[src/hw/rtl/spl_pkg.sv]
// Shared types and constants for the shortest-path engine with line-switch penalty.
// No dependencies; imported by every module of the block.
`timescale 1ns / 1ps
package spl_pkg;

  localparam int unsigned NUM_STATIONS      = 256;
  localparam int unsigned LINKS_PER_STATION = 16;
  localparam int unsigned STN_W    = 8;
  localparam int unsigned SLOT_W   = 4;
  localparam int unsigned LINE_W   = 4;
  localparam int unsigned ETIME_W  = 16;
  localparam int unsigned TIME_W   = 20;
  localparam int unsigned PEN_W    = 5;
  localparam int unsigned EADDR_W  = STN_W + SLOT_W;
  localparam int unsigned EDGE_SLOTS = NUM_STATIONS * LINKS_PER_STATION;
  localparam int unsigned QCNT_W   = EADDR_W + 1;
  localparam logic [TIME_W-1:0] TIME_MAX = '1;
  localparam logic [PEN_W-1:0]  PEN_RESET = 5'd5;

  localparam logic [1:0] OP_WRITE = 2'd0;
  localparam logic [1:0] OP_SEARCH = 2'd1;
  localparam logic [1:0] OP_READ  = 2'd2;

  typedef struct packed {
    logic               valid;
    logic [STN_W-1:0]   dest;
    logic [LINE_W-1:0]  line;
    logic [ETIME_W-1:0] etime;
  } edge_t;

  typedef struct packed {
    logic               settled;
    logic [STN_W-1:0]   prev;
    logic [LINE_W-1:0]  line;
    logic [TIME_W-1:0]  atime;
  } rec_t;

  typedef struct packed {
    logic [TIME_W-1:0]  atime;
    logic [EADDR_W-1:0] seq;
    logic [STN_W-1:0]   from;
    logic [STN_W-1:0]   dest;
    logic [LINE_W-1:0]  line;
  } qent_t;

  typedef struct packed {
    logic clr_step;
    logic latch;
    logic edge_wr;
    logic rclr_step;
    logic start_init;
    logic edge_rd;
    logic rec_rd_dest;
    logic push;
    logic slot_next;
    logic scan_done;
    logic q_rd;
    logic cmp;
    logic last_rd;
    logic move;
    logic rec_rd_best;
    logic settle;
    logic rec_rd_st;
    logic rec_rd_tgt;
    logic res_rec;
    logic res_zero;
    logic res_hit;
  } cmd_t;

  typedef struct packed {
    logic in_st_ok;
    logic clr_last;
    logic rclr_last;
    logic cur_is_tgt;
    logic exhausted;
    logic edge_valid;
    logic dest_ok;
    logic rec_settled;
    logic slot_last;
    logic q_empty;
    logic pop_last;
  } stat_t;

  typedef enum logic [4:0] {
    S_INIT, S_IDLE, S_EDGE_WR, S_RD_ST, S_RD_OUT, S_ZERO_OUT, S_REC_CLR, S_START,
    S_LOOP, S_SC_RD, S_SC_EDGE, S_SC_REC, S_POP_RD, S_POP_CMP, S_LAST_RD, S_MOVE,
    S_BEST_RD, S_SETTLE, S_TGT_RD, S_TGT_OUT
  } state_e;

endpackage

[src/hw/rtl/spl_ctrl.sv]
// Sequencer for the search engine: decodes ops and steps the datapath.
// Depends on spl_pkg; talks to spl_dpath only through cmd_t and stat_t.
`timescale 1ns / 1ps
module spl_ctrl import spl_pkg::*; (
  input  logic       clk_i,
  input  logic       rst_ni,
  input  logic       start,
  input  logic [1:0] op_i,
  input  stat_t      stat_i,
  output cmd_t       cmd_o,
  output logic       busy
);

  state_e state_q, state_d;

  always_ff @(posedge clk_i or negedge rst_ni) begin
    if (!rst_ni) begin
      state_q <= S_INIT;
    end else begin
      state_q <= state_d;
    end
  end

  always_comb begin
    state_d = state_q;
    case (state_q)
      S_INIT:    if (stat_i.clr_last) state_d = S_IDLE;
      S_IDLE: begin
        if (start) begin
          case (op_i)
            OP_WRITE:  state_d = S_EDGE_WR;
            OP_SEARCH: state_d = stat_i.in_st_ok ? S_REC_CLR : S_ZERO_OUT;
            OP_READ:   state_d = stat_i.in_st_ok ? S_RD_ST : S_ZERO_OUT;
            default:   state_d = S_IDLE;
          endcase
        end
      end
      S_EDGE_WR:  state_d = S_IDLE;
      S_RD_ST:    state_d = S_RD_OUT;
      S_RD_OUT:   state_d = S_IDLE;
      S_ZERO_OUT: state_d = S_IDLE;
      S_REC_CLR:  if (stat_i.rclr_last) state_d = S_START;
      S_START:    state_d = S_LOOP;
      S_LOOP: begin
        if (stat_i.cur_is_tgt)      state_d = S_TGT_RD;
        else if (!stat_i.exhausted) state_d = S_SC_RD;
        else if (stat_i.q_empty)    state_d = S_TGT_RD;
        else                        state_d = S_POP_RD;
      end
      S_SC_RD: state_d = S_SC_EDGE;
      S_SC_EDGE: begin
        if (!stat_i.edge_valid)   state_d = S_LOOP;
        else if (!stat_i.dest_ok) state_d = stat_i.slot_last ? S_LOOP : S_SC_RD;
        else                      state_d = S_SC_REC;
      end
      S_SC_REC:  state_d = stat_i.slot_last ? S_LOOP : S_SC_RD;
      S_POP_RD:  state_d = S_POP_CMP;
      S_POP_CMP: state_d = stat_i.pop_last ? S_LAST_RD : S_POP_RD;
      S_LAST_RD: state_d = S_MOVE;
      S_MOVE:    state_d = S_BEST_RD;
      S_BEST_RD: state_d = S_SETTLE;
      S_SETTLE:  state_d = S_LOOP;
      S_TGT_RD:  state_d = S_TGT_OUT;
      S_TGT_OUT: state_d = S_IDLE;
      default:   state_d = S_IDLE;
    endcase
  end

  always_comb begin
    cmd_o = '0;
    busy  = (state_q != S_IDLE);
    case (state_q)
      S_INIT:     cmd_o.clr_step = 1'b1;
      S_IDLE:     cmd_o.latch = start;
      S_EDGE_WR:  cmd_o.edge_wr = 1'b1;
      S_RD_ST:    cmd_o.rec_rd_st = 1'b1;
      S_RD_OUT:   cmd_o.res_rec = 1'b1;
      S_ZERO_OUT: cmd_o.res_zero = 1'b1;
      S_REC_CLR:  cmd_o.rclr_step = 1'b1;
      S_START:    cmd_o.start_init = 1'b1;
      S_SC_RD:    cmd_o.edge_rd = 1'b1;
      S_SC_EDGE: begin
        if (!stat_i.edge_valid) begin
          cmd_o.scan_done = 1'b1;
        end else if (!stat_i.dest_ok) begin
          cmd_o.slot_next = 1'b1;
          cmd_o.scan_done = stat_i.slot_last;
        end else begin
          cmd_o.rec_rd_dest = 1'b1;
        end
      end
      S_SC_REC: begin
        cmd_o.push      = !stat_i.rec_settled;
        cmd_o.slot_next = 1'b1;
        cmd_o.scan_done = stat_i.slot_last;
      end
      S_POP_RD:  cmd_o.q_rd = 1'b1;
      S_POP_CMP: cmd_o.cmp = 1'b1;
      S_LAST_RD: cmd_o.last_rd = 1'b1;
      S_MOVE:    cmd_o.move = 1'b1;
      S_BEST_RD: cmd_o.rec_rd_best = 1'b1;
      S_SETTLE:  cmd_o.settle = !stat_i.rec_settled;
      S_TGT_RD:  cmd_o.rec_rd_tgt = 1'b1;
      S_TGT_OUT: cmd_o.res_hit = 1'b1;
      default:   cmd_o = '0;
    endcase
  end

endmodule

[config.mk]
export PLATFORM = sky130hd
export DESIGN_NAME = spl_ctrl
export DESIGN_NICKNAME = d
export VERILOG_FILES = /design/src/hw/rtl/spl_pkg.sv /design/src/hw/rtl/spl_ctrl.sv
export SDC_FILE = /design/constraint.sdc
export NUM_CORES = 1
export LEC_CHECK = 0
export ABC_AREA = 1
export BUFFER_PORTS_ARGS = -buffer_cell sky130_fd_sc_hd__buf_2
export CORE_MARGIN = 5
export CORE_UTILIZATION = 39
export DETAILED_ROUTE_END_ITERATION = 16
export GPL_TIMING_DRIVEN = 0
export PLACE_DENSITY_LB_ADDON = 0.1
export SLEW_MARGIN = 20
export SYNTH_ARGS = -nofsm -noshare
export SYNTH_HDL_FRONTEND = slang
export SYNTH_SLANG_ARGS = --single-unit
[constraint.sdc]
create_clock -name clk_i -period 1.5 [get_ports clk_i]
set_clock_uncertainty 0.2 [all_clocks]
set_input_delay 0.3 -clock clk_i [delete_from_list [all_inputs] [get_ports clk_i]]
set_output_delay 0.3 -clock clk_i [all_outputs]
set_load 0.05 [all_outputs]
==> summary.md, run 1 <==
| Metric | Value |
|---|---|
| RePlAce Congestion | `0.859` |
| Syn avg cell area | `just over 5 µm²` |
| H-tree levels | `1` |
| Synth unique cells | `19` |
| Register area share after synthesis | `17.9%` |
| Final HPWL from detailed placement | `between 1500 and 2000 µm` |
| Synth cell count leaders | `37 x nand2_1, 26 x nor2_1, 19 x inv_1` |
| Worst endpoint after global-route timing repair | `cmd_o[14]` |
| IO Pins | `38` |
| # port buffers | `37` |
| Log Error | `[ERROR DPL-0038] Utilization greater than 100%, impossible to legalize` |
| CTS buffer count | `3` |
| Post-synth top area cell | `nand2_1` |
| Mapped Nets | `roughly 150` |
| #FFs+latches synth | `5` |
| Clock sinks | `5` |
| Clock root cell | `clkbuf_4` |
| Largest net degree at the start of global routing | `10` |
| Clock tree buffer depth | `2` |
| Chip width | `52.4 µm` |
| Initial core utilization | `41.0%` |
| Netlist Area Pre-Place | `699 µm²` |
| Outcome | `stopped before the end` |
| Rows | `15` |
| Top cell type's share of synthesized area | `about 20%` |
| Syn. warnings | `0` |
| Largest cells by area after synthesis | `nand2_1 20%, dfrtp_1 18%, nor2_1 14%` |
| Placed instance count | `197` |
| Pre-CTS WS | `-0.413 ns` |
| Post-Syn Instances | `135` |
| Most frequent cell after synthesis | `nand2_1` |
| Ys async rst share | `100%` |
| Worst EP Category | `primary output` |
| Number of synthesized flops with an enable pin | `0` |
| Last step reached | `global routing (5_1_grt)` |
| Main flop type after synthesis | `dfrtp_1` |
| Die Y | `52.4 µm` |
timing repair:
action	4_1_cts
gates resized for setup	66
pin swaps	15
setup buffers	27
setup endpoints to repair	27
endpoints found under the hold margin	5
hold buffers	1
metrics by stage:
| stage | util, % | area, µm² | TNS [ns] |
|---|---|---|---|
| after detailed placement | 68.1 | 1160 | -6.17 |
| after CTS | 95.6 | 1630 | -8.54 |
| after floorplan | - | 947 | -3.49 |
| after global placement | 68.1 | 1160 | -5.89 |
cell families after synthesis:
| kind of cell | count (synthesis) | synth area share [%] |
|---|---|---|
| flops | 5 | 17.9 |
| buf+inv | 25 | 13.8 |
| compound gates | 11 | 9.30 |
| simple gates | 94 | 59.0 |
==> inputs of run 2 (changes only) <==
--- a/config.mk
+++ b/config.mk
@@ -7,11 +7,11 @@
 export LEC_CHECK = 0
 export ABC_AREA = 1
 export BUFFER_PORTS_ARGS = -buffer_cell sky130_fd_sc_hd__buf_2
-export CORE_MARGIN = 5
-export CORE_UTILIZATION = 39
+export CORE_AREA = 5 5 66 68
 export DETAILED_ROUTE_END_ITERATION = 16
+export DIE_AREA = 0 0 71 73
 export GPL_TIMING_DRIVEN = 0
-export PLACE_DENSITY_LB_ADDON = 0.1
+export PLACE_DENSITY_LB_ADDON = 0.15
 export SLEW_MARGIN = 20
 export SYNTH_ARGS = -nofsm -noshare
 export SYNTH_HDL_FRONTEND = slang
==> constraint.sdc (replaced) <==
create_clock -name clk_i -period 2 [get_ports clk_i]
set_clock_uncertainty 0.2 [all_clocks]
set_input_delay 0.4 -clock clk_i [delete_from_list [all_inputs] [get_ports clk_i]]
set_output_delay 0.4 -clock clk_i [all_outputs]
set_load 0.05 [all_outputs]
==> run 2 against run 1 <==
Effect of this change: the flow now finishes, with violations (negative setup slack); area after synthesis is the same; synthesized cell count did not move.
==> summary.md, run 2 <==
| Metric | Value |
|---|---|
| Outcome | `finished with violations` |
| Failing checks | `negative setup slack` |
| Tot GR Track Use | `11.0%` |
| Total grt overflow | `0` |
| Combinational cell fraction of total power | `approximately three quarters` |
| Global-route wire length before repair | `about 4600 µm` |
| Max Clk Rate | `approximately 500 MHz` |
| Vias in the first global route | `1048` |
| Busiest metal layer after global routing | `met2` |
| Most frequent cells in the layout | `32 x nand2_1, 17 x inv_1, 17 x buf_2, 17 x buf_4` |
| Routed length per instance | `11.8 µm` |
| Clock root cell | `clkbuf_8` |
| Synth cell count leaders | `37 x nand2_1, 26 x nor2_1, 19 x inv_1` |
| Syn avg cell area | `5.18 µm²` |
| RSZ-0062 raised after global routing | `true` |
| # port buffers | `37` |
| CP arrival | `1.43 ns` |
| Main combinational cell family by area after synthesis | `simple AND/OR/NAND/NOR gates` |
| Clock Latency Late Sink | `0.22 ns` |
| # setup viols final | `3` |
| Sw frac | `56.5%` |
| Post-Syn Instances | `135` |
| Sw power | `0.850 mW` |
| Number of remaining DRC errors | `0` |
| Initial core utilization | `18.4%` |
| ANT nets after route | `0` |
| Main flop type after synthesis | `dfrtp_1` |
| Leak pwr | `0.750 nW` |
| Final WS setup | `-0.0285 ns` |
| Design internal power | `0.654 mW` |
| CP endpoint kind | `output port` |
| Clock tree buffer depth | `2` |
| Maximum VDD drop | `0.519 mV` |
| Compound-cell area share of the yosys netlist | `9.30%` |
| Number of synthesized flops with an enable pin | `0` |
| Critical path required time | `1.40 ns` |
| Synth Area in Simple Gates | `59.0%` |
| Area of the multi-input gates | `618 µm²` |
| IO Pins | `38` |
| CP Max Fanout | `6` |
| Vias post-DR | `about 1000` |
| RePlAce Congestion | `0.900` |
| Synth unique cells | `19` |
| DR pass1 iterations | `4` |
| Met2 track demand over resource | `19.3%` |
| Initial antenna violation count | `0` |
| CTS buffer count | `3` |
| Utilization after layout | `35.8%` |
| Drt initial violations | `72` |
| Xor/xnor cell area share of the yosys netlist | `0%` |
| H-tree levels | `1` |
| Largest regs | `state_q (5)` |
| Sum of negative setup slack | `-0.0696 ns` |
| Commonest non-fill, non-tap cell in the layout | `nand2_1` |
| Core area | `3800 µm²` |
| CTS tree | `built` |
| GRT met1 Usage | `12.1%` |
| Met3 Use GR | `between 2 and 3%` |
| Slew Limit Fails | `0` |
| Hold slack final | `around 0.27 ns` |
| Post-synthesis mux area share | `0%` |
| Syn. warnings | `0` |
| Slew of the pin with the lowest slew margin | `0.325 ns` |
| Reg area | `130 µm²` |
| Die Y | `73 µm` |
| Hold Crit Class | `in2reg` |
| Largest cells by area after synthesis | `nand2_1 20%, dfrtp_1 18%, nor2_1 14%` |
| N_diodes | `0` |
| Clock sinks | `5` |
| Largest net degree at the start of global routing | `11` |
| Layout cells sized above 1 | `51.3%` |
| Adder-Cell Fraction of Synth Area | `0%` |
| Final Non-Filler Cells | `239` |
| Relative slew margins | `around 80%` |
| Flip-flop count of the largest register after layout | `5` |
| Total chip power | `between 1.5 and 2 mW` |
| Hold Fails Final Rpt | `0` |
| Top cell type's share of synthesized area | `19.9%` |
| Period utilization | `101%` |
| Detailed-route wire length | `2820 µm` |
| PwrDens | `1110 nW/µm²` |
| Critical Path Source Type | `register` |
| Netlist Area Pre-Place | `roughly 700 µm²` |
| #FFs+latches synth | `5` |
| Most frequent cell after synthesis | `nand2_1` |
| Die area | `5180 µm²` |
| CP Class | `reg2out` |
| CTS clk-pin slew, worst paths | `0.03 ns` |
| Placed instance count | `roughly 220` |
| Total Nets Final | `206` |
| Mapped Nets | `151` |
| Final HPWL from detailed placement | `~2300 µm` |
| Chip width | `71 µm` |
| Largest Register | `state_q` |
| Register area share after synthesis | `approximately 18%` |
| Seq pwr share | `12.8%` |
| Ys async rst share | `100%` |
| Filler cells | `about 420` |
| Post-synth top area cell | `nand2_1` |
| Rows | `23` |
| P&R area growth vs syn | `94.5%` |
| Minimum clock period | `2.03 ns` |
| Max Cap Viol | `0` |
| Clk pwr share | `12.1%` |
| Vias per Instance | `4.36` |
[run 2: cell counts after synthesis]
Identical to the previous run, type by type.
[run 2: layout make-up]
type | instances | area share [%]
Sequential cell | 5 | 9.57
Tap cell | 50 | 4.60
Clock buffer | 4 | 3.31
Timing Repair Buffer | 50 | 28.5
Multi-Input combinational cell | 105 | 45.4
Buffer | 2 | 1.66
Inverter | 23 | 6.90
[run 2: repair_timing]
| action | 4_1_cts | 5_1_grt |
|---|---|---|
| endpoints found under the hold margin | 5 | 0 |
| setup endpoints to repair | 22 | 20 |
| buffers inserted | 9 | 3 |
| resized for setup | 39 | 36 |
| pin swaps | 7 | 5 |
| hold buffers | 1 | 0 |
[run 2: path summary, 6_finish.rpt]
check	startpoint	to	slack, ns	depth (start not counted)
max in group asynchronous	rst_ni	state_q[2]	1.13	2
worst max register to register	state_q[1]	state_q[0]	0.22	10
worst max-delay path	state_q[2]	cmd_o[12]	-0.03	4
worst min register to register	state_q[2]	state_q[1]	0.54	4
min in group asynchronous	rst_ni	state_q[0]	0.32	2
worst min-delay path	start	state_q[0]	0.27	4
[run 2: kinds of logic (layout without fill, tap and decap cells)]
logic type,count (synthesis),after routing
AND/OR/NAND/NOR,94,94
buffers and inverters,25,79
AO/OA/AOI/OAI,11,11
flip-flops,5,5
[run 2: through the flow]
step	setup slack [ns]	cell area (µm²)
6_report	-0.0285	1360
5_1_grt	-0.0792	1360
4_1_cts	-0.0301	1230
3_5_place_dp	-0.126	988
3_3_place_gp	-0.125	988
2_1_floorplan	-0.371	741
[run 2: per-layer routing]
layer,part of all wire (%),up-vias
met5,0,-
met4,1.6,0
met3,6.6,4
met2,52,31
met1,40,470
li1,-,538
[run 2: power by group through the flow]
stage          Clock, mW  Sequential [mW]  Combinational [mW]
3_3_place_gp           0            0.174               0.870
3_5_place_dp           0            0.173               0.869
5_1_grt            0.199            0.194                1.23
6_report           0.182            0.192                1.13
2_1_floorplan          0            0.165               0.675
4_1_cts            0.187            0.186                1.03
[run 2: critical path, cell delays in order (launching register included)]
cell and delay (ns):
dfrtp_2 0.46, nor2_4 0.23, nand3_4 0.14, o31ai_4 0.19
buf_6 0.19
No activity file was read; power rests on OpenSTA's default activity.
==> inputs of run 3 (changes only) <==
--- a/config.mk
+++ b/config.mk
@@ -7,6 +7,7 @@
 export LEC_CHECK = 0
 export ABC_AREA = 1
 export BUFFER_PORTS_ARGS = -buffer_cell sky130_fd_sc_hd__buf_2
+export CAP_MARGIN = 30
 export CORE_AREA = 5 5 66 68
 export DETAILED_ROUTE_END_ITERATION = 16
 export DIE_AREA = 0 0 71 73
==> constraint.sdc (replaced) <==
create_clock -name clk_i -period 2.4 [get_ports clk_i]
set_clock_uncertainty 0.2 [all_clocks]
set_input_delay 0.48 -clock clk_i [delete_from_list [all_inputs] [get_ports clk_i]]
set_output_delay 0.48 -clock clk_i [all_outputs]
set_load 0.05 [all_outputs]
==> run 3 against run 2 <==
Effect of this change: the run now ends clean; design area down 24%; via count down 7.2%; critical path type unchanged; global-route usage down 1.2 points; sequential power down 22%; flip-flop and latch count unchanged; sequential share of layout area up 2.5 points; largest power group unchanged; worst setup slack better by 0.099 ns; worst hold slack better by 0.084 ns.
==> summary.md, run 3 (same netlist as run 2, synthesis figures left out) <==
| Metric | Value |
|---|---|
| Routed length per instance | `11.0 µm` |
| Period utilization | `97.1%` |
| Vias post-DR | `968` |
| Critical Path Source Type | `register` |
| Largest Register | `state_q` |
| Largest net degree at the start of global routing | `11` |
| CTS buffer count | `3` |
| Die area | `around 5200 µm²` |
| Hold Crit Class | `in2reg` |
| Hold Fails Final Rpt | `0` |
| Clock sinks | `5` |
| Minimum clock period | `2.33 ns` |
| Detailed-route wire length | `2500 µm` |
| DR pass1 iterations | `4` |
| WL met2 | `~1300 µm` |
| Critical path required time | `1.72 ns` |
| Most frequent cells in the layout | `36 x buf_2, 36 x nand2_1, 23 x nor2_1` |
| Critical Path Source | `state_q[0]` |
| Total grt overflow | `0` |
| Filler cells | `between 400 and 500` |
| Placed cell area | `about 960 µm²` |
| # setup viols final | `0` |
| Max Cap Viol | `0` |
| Leak pwr | `0.667 nW` |
| Highest metal used | `met3` |
| H-tree levels | `1` |
| Chip width | `71 µm` |
| Initial antenna violation count | `0` |
| Number of remaining DRC errors | `0` |
| Flip-flop count of the largest register after layout | `5` |
| Maximum VDD drop | `0.478 mV` |
| R2R depth | `10` |
| Final instance area | `slightly above 1000 µm²` |
| Vias per Instance | `4.26` |
| CP Class | `reg2out` |
| Die Y | `73 µm` |
| Relative slew margins | `75.8%` |
| Vias in the first global route | `between 900 and 1000` |
| Hold Path Origin | `start` |
| Max Clk Rate | `429 MHz` |
| # port buffers | `37` |
| PwrDens | `982 nW/µm²` |
| Layout cells sized above 1 | `about a third` |
| RePlAce Congestion | `about 0.87` |
| Hold-critical path depth | `4` |
| Outcome | `completed` |
| Worst min-delay path endpoint | `state_q[0]` |
| Pre-CTS WS | `0.172 ns` |
| Core area | `3800 µm²` |
| Largest regs | `state_q (5)` |
| R2R setup slack | `0.62 ns` |
| CTS clk-pin slew, worst paths | `0.04 ns` |
| ANT nets after route | `0` |
| Rows | `23` |
| CP endpoint kind | `output port` |
| Total Nets Final | `slightly below 200` |
| Reg-to-reg startpoint | `state_q[1]` |
| Drt initial violations | `77` |
| Clock root cell | `clkbuf_8` |
| Global-route wire length before repair | `4060 µm` |
| CTS tree | `built` |
| N_diodes | `0` |
| Initial core utilization | `18.4%` |
| IO Pins | `38` |
| Tot GR Track Use | `9.78%` |
| Slew of the pin with the lowest slew margin | `0.363 ns` |
| Clock tree buffer depth | `2` |
| Final HPWL from detailed placement | `2170 µm` |
| P&R area growth vs syn | `47.9%` |
| CP Max Fanout | `8` |
| Routed length on met3 | `193 µm` |
| Slew Limit Fails | `0` |
| FF-to-FF End | `state_q[1]` |
| Wl on met1 | `just over 1000 µm` |
| Final WS setup | `0.0703 ns` |
| Clock Latency Late Sink | `approximately 0.22 ns` |
| RSZ-0062 raised after global routing | `false` |
| CP arrival | `around 1.7 ns` |
## run 3: worst max path at each step
stage / endpoint / slack [ns] / cells after the start
6_report: cmd_o[12] / 0.07 / 5
5_1_grt: cmd_o[14] / 0.008 / 7
4_1_cts: cmd_o[11] / 0.03 / 6
3_5_place_dp: cmd_o[11] / 0.17 / 6
3_3_place_gp: cmd_o[11] / 0.16 / 6
2_1_floorplan: cmd_o[10] / -0.05 / 3
## run 3: timing repair
item / CTS / global route
setup endpoints to repair: 1 / 4
hold buffers: 1 / 0
gates resized for setup: 1 / 6
setup buffers: 0 / 0
hold endpoints to repair: 5 / 0
## run 3: layout make-up
cell class / count / area, µm² / share of cell area [%]
plain buffers: 2 / 10.0 / 0.967
clock buffers: 4 / 45.0 / 4.35
inverters: 23 / 86.3 / 8.34
multi-input cells: 105 / 503 / 48.6
flip-flops and latches: 5 / 125 / 12.1
well taps: 50 / 62.6 / 6.05
repair buffers: 38 / 203 / 19.6
## run 3: critical path, stage by stage, from the launching register on
cell      delay [ns]
dfrtp_1         0.36
buf_2           0.17
nor2_1          0.20
nand3_1         0.20
o31ai_2         0.22
clkbuf_4        0.27
## run 3: per-layer routing
| layer | up-vias | track usage, % |
|---|---|---|
| met5 | - | 0 |
| met2 | 32 | 16.8 |
| met4 | 0 | 3.76 |
| met3 | 0 | 1.52 |
| li1 | 513 | - |
| met1 | 423 | 12.3 |
## run 3: report_power, final
part           switching, mW  internal (mW)
Sequential            0.0388          0.111
Clock                 0.0429          0.114
Combinational          0.529          0.180
Total                  0.610          0.406
## run 3: stage by stage
stage	utilization (%)	total power, mW	std cells	hold WS (ns)	TNS [ns]
floorplan	-	0.679	135	-0.0156	-0.103
global placement	25.3	0.855	222	0.0932	0
detailed placement	25.3	0.845	222	0.0988	0
CTS	26.8	1.01	227	0.352	0
global route	27.2	1.11	227	0.379	0
finish	27.2	1.02	227	0.350	0
